$ cat src/hdl/hfp_pkg.sv
// ----------------------------------------------------------------------------
// HMM forward probability package
// Shared sizes, codes and the command/status structs that join the
// controller and the datapath.
// ----------------------------------------------------------------------------
package hfp_pkg;

  // Model size.
  localparam int NUM_STATES  = 4;
  localparam int NUM_SYMBOLS = 4;

  // Fixed port widths.
  localparam int ACTION_W = 2;
  localparam int IDX_W    = 4;
  localparam int PROB_W   = 32;

  // Derived widths and depths.
  localparam int STATE_W     = $clog2(NUM_STATES);
  localparam int SYM_W       = $clog2(NUM_SYMBOLS);
  localparam int TRANS_DEPTH = NUM_STATES * NUM_STATES;
  localparam int EMIT_DEPTH  = NUM_STATES * NUM_SYMBOLS;
  localparam int TRANS_AW    = $clog2(TRANS_DEPTH);
  localparam int EMIT_AW     = $clog2(EMIT_DEPTH);
  localparam int CMP_W       = IDX_W + 1;

  // 1.0 in unsigned Q1.31.
  localparam logic [PROB_W-1:0] Q_ONE = 32'h8000_0000;

  typedef enum logic [ACTION_W-1:0] {
    ACT_LOAD_INIT  = 2'd0,
    ACT_LOAD_TRANS = 2'd1,
    ACT_LOAD_EMIT  = 2'd2,
    ACT_OBSERVE    = 2'd3
  } action_e;

  typedef enum logic [1:0] {
    ST_IDLE,
    ST_ISSUE,
    ST_DRAIN,
    ST_EMIT
  } ctrl_state_e;

  // Controller to datapath.
  typedef struct packed {
    logic               load_en;   // table load transfer this cycle
    logic               obs_en;    // observe transfer this cycle
    logic               issue;     // one product enters the pipeline
    logic               sel_init;  // product is the initial probability
    logic               first;     // first product of a destination row
    logic               last;      // last product of a destination row
    logic [STATE_W-1:0] src;       // source state, or state being emitted
    logic [STATE_W-1:0] dst;       // destination state
    logic               flip;      // new alpha vector becomes current
    logic               out_load;  // load the output register
    logic               out_last;  // result being loaded ends the vector
  } hfp_cmd_t;

  // Datapath to controller.
  typedef struct packed {
    logic pipe_busy;
    logic out_free;
  } hfp_sts_t;

endpackage

$ cat src/hdl/hfp_ctrl.sv
// ----------------------------------------------------------------------------
// HMM forward probability controller
// Sequences loads, the per-symbol product walk, the drain and the emission.
// ----------------------------------------------------------------------------
module hfp_ctrl (
  input  logic                          clk_i,
  input  logic                          rst_ni,
  input  logic                          in_valid_i,
  output logic                          in_ready_o,
  input  logic [hfp_pkg::ACTION_W-1:0]  action_i,
  input  logic                          seq_start_i,
  input  logic                          seq_end_i,
  input  hfp_pkg::hfp_sts_t             sts_i,
  output hfp_pkg::hfp_cmd_t             cmd_o
);

  hfp_pkg::ctrl_state_e state_q, state_d;
  logic [hfp_pkg::STATE_W-1:0] i_q, i_d, j_q, j_d;
  logic start_q, start_d, end_q, end_d;
  logic accept, is_obs, last_i, last_j, issue_done, emit_step, emit_done;

  assign in_ready_o = (state_q == hfp_pkg::ST_IDLE);
  assign accept     = in_valid_i && in_ready_o;
  assign is_obs     = (hfp_pkg::action_e'(action_i) == hfp_pkg::ACT_OBSERVE);
  assign last_i     = (i_q == hfp_pkg::STATE_W'(hfp_pkg::NUM_STATES - 1));
  assign last_j     = (j_q == hfp_pkg::STATE_W'(hfp_pkg::NUM_STATES - 1));
  assign issue_done = last_j && (start_q || last_i);
  assign emit_step  = sts_i.out_free;
  assign emit_done  = emit_step && last_j;

  // Next state.
  always_comb begin
    state_d = state_q;
    case (state_q)
      hfp_pkg::ST_IDLE: begin
        if (accept && is_obs) state_d = hfp_pkg::ST_ISSUE;
      end
      hfp_pkg::ST_ISSUE: begin
        if (issue_done) state_d = hfp_pkg::ST_DRAIN;
      end
      hfp_pkg::ST_DRAIN: begin
        if (!sts_i.pipe_busy) state_d = end_q ? hfp_pkg::ST_EMIT : hfp_pkg::ST_IDLE;
      end
      hfp_pkg::ST_EMIT: begin
        if (emit_done) state_d = hfp_pkg::ST_IDLE;
      end
      default: state_d = hfp_pkg::ST_IDLE;
    endcase
  end

  // Commands.
  always_comb begin
    cmd_o = '0;
    case (state_q)
      hfp_pkg::ST_IDLE: begin
        cmd_o.load_en = accept && !is_obs;
        cmd_o.obs_en  = accept && is_obs;
      end
      hfp_pkg::ST_ISSUE: begin
        cmd_o.issue    = 1'b1;
        cmd_o.sel_init = start_q;
        cmd_o.src      = start_q ? j_q : i_q;
        cmd_o.dst      = j_q;
        cmd_o.first    = start_q || (i_q == '0);
        cmd_o.last     = start_q || last_i;
      end
      hfp_pkg::ST_DRAIN: begin
        cmd_o.flip = !sts_i.pipe_busy;
      end
      hfp_pkg::ST_EMIT: begin
        cmd_o.src      = j_q;
        cmd_o.out_load = emit_step;
        cmd_o.out_last = last_j;
      end
      default: cmd_o = '0;
    endcase
  end

  // Counters and captured sequence flags.
  always_comb begin
    i_d     = i_q;
    j_d     = j_q;
    start_d = start_q;
    end_d   = end_q;
    case (state_q)
      hfp_pkg::ST_IDLE: begin
        if (accept && is_obs) begin
          start_d = seq_start_i;
          end_d   = seq_end_i;
          i_d     = '0;
          j_d     = '0;
        end
      end
      hfp_pkg::ST_ISSUE: begin
        if (issue_done) begin
          i_d = '0;
          j_d = '0;
        end else if (start_q || last_i) begin
          i_d = '0;
          j_d = j_q + 1'b1;
        end else begin
          i_d = i_q + 1'b1;
        end
      end
      hfp_pkg::ST_EMIT: begin
        if (emit_done) j_d = '0;
        else if (emit_step) j_d = j_q + 1'b1;
      end
      default: begin
        i_d = i_q;
      end
    endcase
  end

  always_ff @(posedge clk_i or negedge rst_ni) begin
    if (!rst_ni) begin
      state_q <= hfp_pkg::ST_IDLE;
      i_q     <= '0;
      j_q     <= '0;
      start_q <= 1'b0;
      end_q   <= 1'b0;
    end else begin
      state_q <= state_d;
      i_q     <= i_d;
      j_q     <= j_d;
      start_q <= start_d;
      end_q   <= end_d;
    end
  end

endmodule

$ cat config.mk
export PLATFORM = sky130hd
export DESIGN_NAME = hfp_ctrl
export DESIGN_NICKNAME = d
export VERILOG_FILES = /design/src/hdl/hfp_pkg.sv /design/src/hdl/hfp_ctrl.sv
export SDC_FILE = /design/constraint.sdc
export NUM_CORES = 1
export LEC_CHECK = 0
export ABC_CLOCK_PERIOD_IN_PS = 3430
export BUFFER_PORTS_ARGS = -buffer_cell sky130_fd_sc_hd__clkbuf_2
export CAP_MARGIN = 40
export CORE_UTILIZATION = 35
export DETAILED_ROUTE_END_ITERATION = 12
export SLEW_MARGIN = 20
export SYNTH_ARGS = -nofsm -noshare
export SYNTH_HDL_FRONTEND = slang
export SYNTH_SLANG_ARGS = --single-unit
$ cat constraint.sdc
create_clock -name clk_i -period 3.43 [get_ports clk_i]
set_input_delay 0.343 -clock clk_i [delete_from_list [all_inputs] [get_ports clk_i]]
set_output_delay 0.343 -clock clk_i [all_outputs]
set_load 0.005 [all_outputs]
==> impl_results.md, run 1 <==
- Status: finished clean
- Relative slew slack: 76.4%
- Pwr Density: 841 mW/mm²
- Area grow syn2layout: 26.8%
- Synth Cell Area: 566 µm²
- Yosys cell types: 27
- Drt drc: 0
- Syn nets: 75
- First drt pass iteration count: 4
- Clk Latency, worst-skew pair: 250 ps
- Worst setup path end: cmd_o[11]
- Max Cap Violations: 0
- Minimum clock period: 1860 ps
- Initial antenna violation count: 0
- Post-CTS Resized: 0
- Setup bufs post-CTS: 0
- Initial Utilization: 37.5%
- GRT Util Overall: 14.2%
- Startpoint class of the critical path: flop
- Clock slew at reported path FFs: 60 ps
- CP arrival: 1520 ps
- I/O pin count: 23
- Core area: 0.00151 mm²
- CP Class: reg2out
- Seq cells post-synth: 8
- Drt total wl: 1170 µm
- Final ANT Viol Nets: 0
- Layout Skew: 5.67 ps
- I/O Buffers: 22
- CTS tree: yes
- Peak supply drop: 0.000395 V
- Origin of the worst setup path: state_q[1]
- DRT iter0 DRCs: 8
- RSZ-0062 raised after global routing: no
- GRT Residual Overflow: 0
- Crit path cell chain: or3b_4 > nor2_8 > clkbuf_2
- R2r startpoint: state_q[1]
- TNS Setup: 0 ps
- Core Rows: 14
- Post-synthesis sequential area ratio: 35.4%
- H-tree lvl count: 1
- F_max: 537 MHz
- Max FO, Critical Path: 15
- Final Hold Viols: 0
- DP Wirelength: 868 µm
- Avg WL per Cell: 11.5 µm
- Die area: 0.00178 mm²
- Leading cell type in the layout, fill and taps excluded: clkbuf_2
- Worst R2R End: end_q
- Synth Instances: 63
- Share of cells above drive strength 1: 36.0%
- Commonest non-fill, non-tap cells in the layout: clkbuf_2, dfrtp_1, nor2_1, o21ai_0
- Max Buffers Root-to-Sink: 2
- Antenna diode count: 0
- Die width: 42.2 µm
- Worst R2R Setup Slack: 1860 ps
- Util after Layout: 47.6%
- # setup viols final: 0
- Vias per cell: 5.22
- Pins Over Slew Limit: 0
- Crit path max-delay cell type: dfrtp_1
- Vias in the first global route: 449
- Pleak: 0.388 nW
- Required time worst endpoint: 3090 ps
- # clock sinks: 8
- Cts bufs inserted: 3
- Tightest Pin Transition: 354 ps
- Vert. Die Dim: 42.2 µm
- First-pass GRT wire length: 1920 µm
- Worst Hold Class: in2reg
- Via count: 532
- Post-layout nets: 100
- Largest net degree at the start of global routing: 16
- Period utilization: 54.3%
- Synthesized area per cell: 8.98 µm²
- Crit end category: output pin
- Fill cells: 150
- Critical path's largest stage delay: 500 ps
- Clock root cell: clkbuf_4
- Gp weighted congestion: 0.732
- Synth Warn #: 0
- R2R cell count: 3
kinds of logic after synthesis:
family	share of synthesized area, %
AO/OA/AOI/OAI	18.8
AND/OR/NAND/NOR	25.0
flip-flops	35.4
buffers and inverters	5.31
multiplexers	8.85
adder cells (fa/ha/maj)	6.64
where the power goes:
part	switching [mW]	internal (mW)	leakage (nW)	total, mW
sequential	0.0701	0.140	0.0982	0.210
clock	0.0304	0.0399	0.0138	0.0703
combinational	0.150	0.173	0.276	0.323
total	0.251	0.352	0.388	0.603
sequential cells by signal (all words and copies together), names as in the netlist:
register	flops
state_q	2
j_q	2
end_q	1
start_q	1
i_q	2
synth_stat cells (all sizes together):
master / number / area share (%)
o31ai: 1 / 1.3
o311a: 1 / 1.8
a2bb2oi: 1 / 1.5
and2: 3 / 3.3
nand2: 5 / 3.3
or3b: 1 / 2.0
a21oi: 1 / 0.88
o21a: 1 / 1.3
a31o: 1 / 1.5
ha: 3 / 6.6
nor2: 7 / 7.5
nand2b: 1 / 1.1
dfrtp: 8 / 35
or2b: 1 / 1.3
inv: 5 / 3.3
o21ai: 6 / 5.3
a21boi: 2 / 2.7
o22ai: 1 / 1.1
mux2: 2 / 5.3
clkbuf: 3 / 2.0
or2: 1 / 1.1
and3: 2 / 2.2
o211ai: 1 / 1.3
mux2i: 2 / 3.5
nand3: 2 / 1.8
nor3b: 1 / 1.3
per-layer routing:
layer	vias up	wire length [µm]	share of wire (%)	global-route usage [%]
met5	-	0	0	0
met4	0	13	1.1	3.75
met3	2	47	4.0	3.88
met2	18	540	46	21.8
met1	248	570	49	19.7
li1	264	-	-	-
per-stage QoR:
stage	total power, mW	hold slack, ps	cell area (µm²)	std cells	setup slack, ps
global placement	0.536	205	684	98	1860
finish	0.603	326	717	102	1570
global route	0.670	333	717	102	1490
CTS	0.611	318	717	102	1560
detailed placement	0.535	208	684	98	1840
floorplan	0.427	47.4	566	63	2060
what timing repair did:
action / CTS / global route
endpoints found under the hold margin: 8 / 0
hold buffers: 1 / 0
endpoints found under the setup margin: 0 / 0
final cells by class:
cell class | count | area, µm² | area share [%]
timing repair buffer | 23 | 120 | 16.8
sequential | 8 | 200 | 27.9
inverter | 5 | 18.8 | 2.62
multi-input combinational | 47 | 335 | 46.8
tap | 16 | 20.0 | 2.79
clock buffer | 3 | 22.5 | 3.14
how the worst min path moves through the flow:
| stage | to | start | cells after the start |
|---|---|---|---|
| after floorplan | end_q | rst_ni | 0 |
| after CTS | start_q | seq_start_i | 2 |
| final | start_q | seq_start_i | 2 |
| after detailed placement | start_q | rst_ni | 1 |
| after global routing | start_q | seq_start_i | 2 |
| after global placement | start_q | rst_ni | 1 |
worst max-delay path, delay by kind of cell (launching register included):
| kind | cells | cell delay (ps) |
|---|---|---|
| AND/OR/NAND/NOR | 2 | 620 |
| buffers and inverters | 1 | 140 |
| flip-flops | 1 | 500 |
(Power assumes the default switching activity.)
==> run 2, diff against run 1 <==
--- a/config.mk
+++ b/config.mk
@@ -5,7 +5,8 @@
 export SDC_FILE = /design/constraint.sdc
 export NUM_CORES = 1
 export LEC_CHECK = 0
-export ABC_CLOCK_PERIOD_IN_PS = 3430
+export ABC_AREA = 1
+export ABC_CLOCK_PERIOD_IN_PS = 1900
 export BUFFER_PORTS_ARGS = -buffer_cell sky130_fd_sc_hd__clkbuf_2
 export CAP_MARGIN = 40
 export CORE_UTILIZATION = 35
==> constraint.sdc (replaced) <==
create_clock -name clk_i -period 1.9 [get_ports clk_i]
set_input_delay 0.19 -clock clk_i [delete_from_list [all_inputs] [get_ports clk_i]]
set_output_delay 0.19 -clock clk_i [all_outputs]
set_load 0.005 [all_outputs]
==> run 2 against run 1 <==
Net effect:
- the flow now finishes with violations (DRC)
- register-to-register slack worse by 1200 ps
- clock skew is 3.9 ps higher
- hold slack got worse by 190 ps
- sequential share of layout area fell by 1.2 points
- critical path depth is 3 higher
- final area up 4.5%
- sequential power grew 55%
- global-route usage grew 3.7 points
- via count grew 14%
- clock power rose by 86%
- first-iteration DRC count up 38%
==> impl_results.md, run 2 <==
- Synth Cell Area: 598 µm² (+5.8%)
- Placed Area: 717 µm² (+4.8%)
- Die width: 43.3 µm (+2.7%)
- Antenna diode count: 0 (unchanged)
- Die area: 0.00188 mm² (+5.5%)
- Max Cap Violations: 0 (unchanged)
- Max Buffers Root-to-Sink: 2 (unchanged)
- Core Rows: 14 (unchanged)
- GRT Residual Overflow: 0 (unchanged)
- F_max: 592 MHz
- Post-CTS Resized: 0 (unchanged)
- Worst Hold Class: in2reg
- Setup bufs post-CTS: 0 (unchanged)
- Largest net degree at the start of global routing: 9 (-7)
- Area grow syn2layout: 25.3%
- Yosys cell types: 18 (-33%)
- Syn nets: 99 (+32%)
- Via count: 606 (+14%)
- Clk Latency, worst-skew pair: 260 ps (about the same)
- Share of cells above drive strength 1: 30.4% (-5.7 points)
- # setup viols final: 0 (unchanged)
- CTS Hold Bufs: 1 (unchanged)
- Top_reg_cell synth: dfrtp_1
- First drt pass iteration count: 8 (+4)
- Post-layout nets: 126 (+26%)
- Status: finished, violations left
- Failing checks: DRC
- Synthesized area per cell: 6.87 µm² (-23%)
- # clock sinks: 8 (unchanged)
- Design area: 749 µm² (+4.5%)
- Pins Over Slew Limit: 0 (unchanged)
- Post-synthesis async set-or-reset flop share: 100% (unchanged)
- Share of the synthesized area in the top cell type: 33.5% (-1.9 points)
- Area occupied by multi-input gates: 325 µm² (-3.0%)
- Gp weighted congestion: 0.826 (+13%)
- Pleak: 0.422 nW (+8.8%)
- TNS Setup: 0 ps (unchanged)
- Required time worst endpoint: 1710 ps (-1380 ps)
- GRT Util Overall: 17.9% (+3.7 points)
- Overall power: 1.16 mW (+92%)
- Synth Warn #: 0 (unchanged)
- FF/Latch Area: 200 µm² (unchanged)
- Leading cell type in the layout, fill and taps excluded: clkbuf_2
- Crit end category: output pin
- I/O Buffers: 22 (unchanged)
- Top post-synthesis cells by area: dfrtp_1, nand2_1, inv_1
- First-pass GRT wire length: 2420 µm (+26%)
- Final Hold Viols: 0 (unchanged)
- Vert. Die Dim: 43.3 µm (+2.7%)
- CP arrival: 1500 ps (-20 ps)
- R2r startpoint: i_q[0]
- Vias per cell: 4.73 (-9.2%)
- Avg WL per Cell: 10.6 µm (-7.4%)
- Drt drc: 4 (+4)
- Vias in the first global route: 593 (+32%)
- Initial antenna violation count: 0 (unchanged)
- Pwr Density: 1550 mW/mm² (+84%)
- Fill cells: 173 (+15%)
- Synth Instances: 87 (+38%)
- H-tree lvl count: 1 (unchanged)
- DP Wirelength: 1150 µm (+32%)
- Initial Utilization: 38.4% (+0.82 points)
- Final ANT Viol Nets: 0 (unchanged)
- Relative slew slack: 81.0% (+4.6 points)
- Seq cells post-synth: 8 (unchanged)
- Largest registers: i_q (2), j_q (2), state_q (2)
- Drt total wl: 1360 µm (+16%)
- Origin of the worst setup path: state_q[1]
- Layout Skew: 9.53 ps (+3.86 ps)
- RSZ-0062 raised after global routing: no
- Top post-synthesis cells by count: nand2_1, inv_1, nor2_1, dfrtp_1, o21ai_0
- Hold Startpoint: seq_end_i
- Peak supply drop: 0.000614 V (+55%)
- DRT iter0 DRCs: 11 (+3)
- Most frequent cell after synthesis: nand2_1
- Tightest Pin Transition: 285 ps (-69.6 ps)
- Util after Layout: 48.1% (+0.48 points)
- Max FO, Critical Path: 8 (-7)
- Period utilization: 88.9%
- Commonest non-fill, non-tap cells in the layout: clkbuf_2, nand2_1, inv_1
- I/O pin count: 23 (unchanged)
- Clock root cell: clkbuf_4
- Core area: 0.00156 mm² (+3.5%)
- EDFF count, synth: 0 (unchanged)
- CP Class: reg2out
- Startpoint class of the critical path: flop
- Post-synthesis sequential area ratio: 33.5% (-1.9 points)
- Top cell type by total area after synthesis: dfrtp_1
- Cts bufs inserted: 3 (unchanged)
- Minimum clock period: 1690 ps
- CTS tree: yes
- Clock slew at reported path FFs: 60 ps (about the same)
## run 2: power breakdown
group	switching (mW)	internal [mW]	total (mW)
logic	0.435	0.266	0.701
registers	0.0790	0.247	0.326
clock network	0.0588	0.0724	0.131
## run 2: cell families after synthesis
family          share of synthesized area, %
compound gates                          14.0
fa+ha+maj                               6.28
buf+inv                                 12.1
flops                                   33.5
simple gates                            34.1
## run 2: layer usage
metal  global-route usage [%]  part of all wire (%)
met5                        0                     0
met4                     10.6                   2.5
met1                     21.3                    45
met3                     5.00                   6.5
met2                     28.8                    46
## run 2: path summary, 6_finish.rpt
check / endpoint / slack (ps) / depth (start not counted)
max: cmd_o[6] / 210 / 6
min: end_q / 140 / 3
max reg2reg: j_q[0] / 640 / 7
min reg2reg: j_q[1] / 540 / 2
max in group asynchronous: i_q[0] / 1390 / 2
min in group asynchronous: j_q[1] / 320 / 2
## run 2: area by class of cell
class,count,area share (%)
clock buffers,3,3.01
inverters,16,8.18
multi-input cells,62,43.4
flip-flops and latches,8,26.7
well taps,16,2.67
repair buffers,23,16.0
## run 2: worst max-delay path, cell delays in order (launching register included)
cell,delay [ps]
dfrtp_1,470
inv_1,130
nand2_1,160
nor2_1,160
nor2_1,70
o22ai_1,120
clkbuf_2,140
## run 2: stage by stage
stage / setup WS (ps) / cells / hold WS, ps
2_1_floorplan: 684 / 87 / -106
3_3_place_gp: 547 / 124 / 59.7
3_5_place_dp: 469 / 124 / 61.0
4_1_cts: 195 / 128 / 137
5_1_grt: 5.96 / 128 / 170
6_report: 211 / 128 / 136
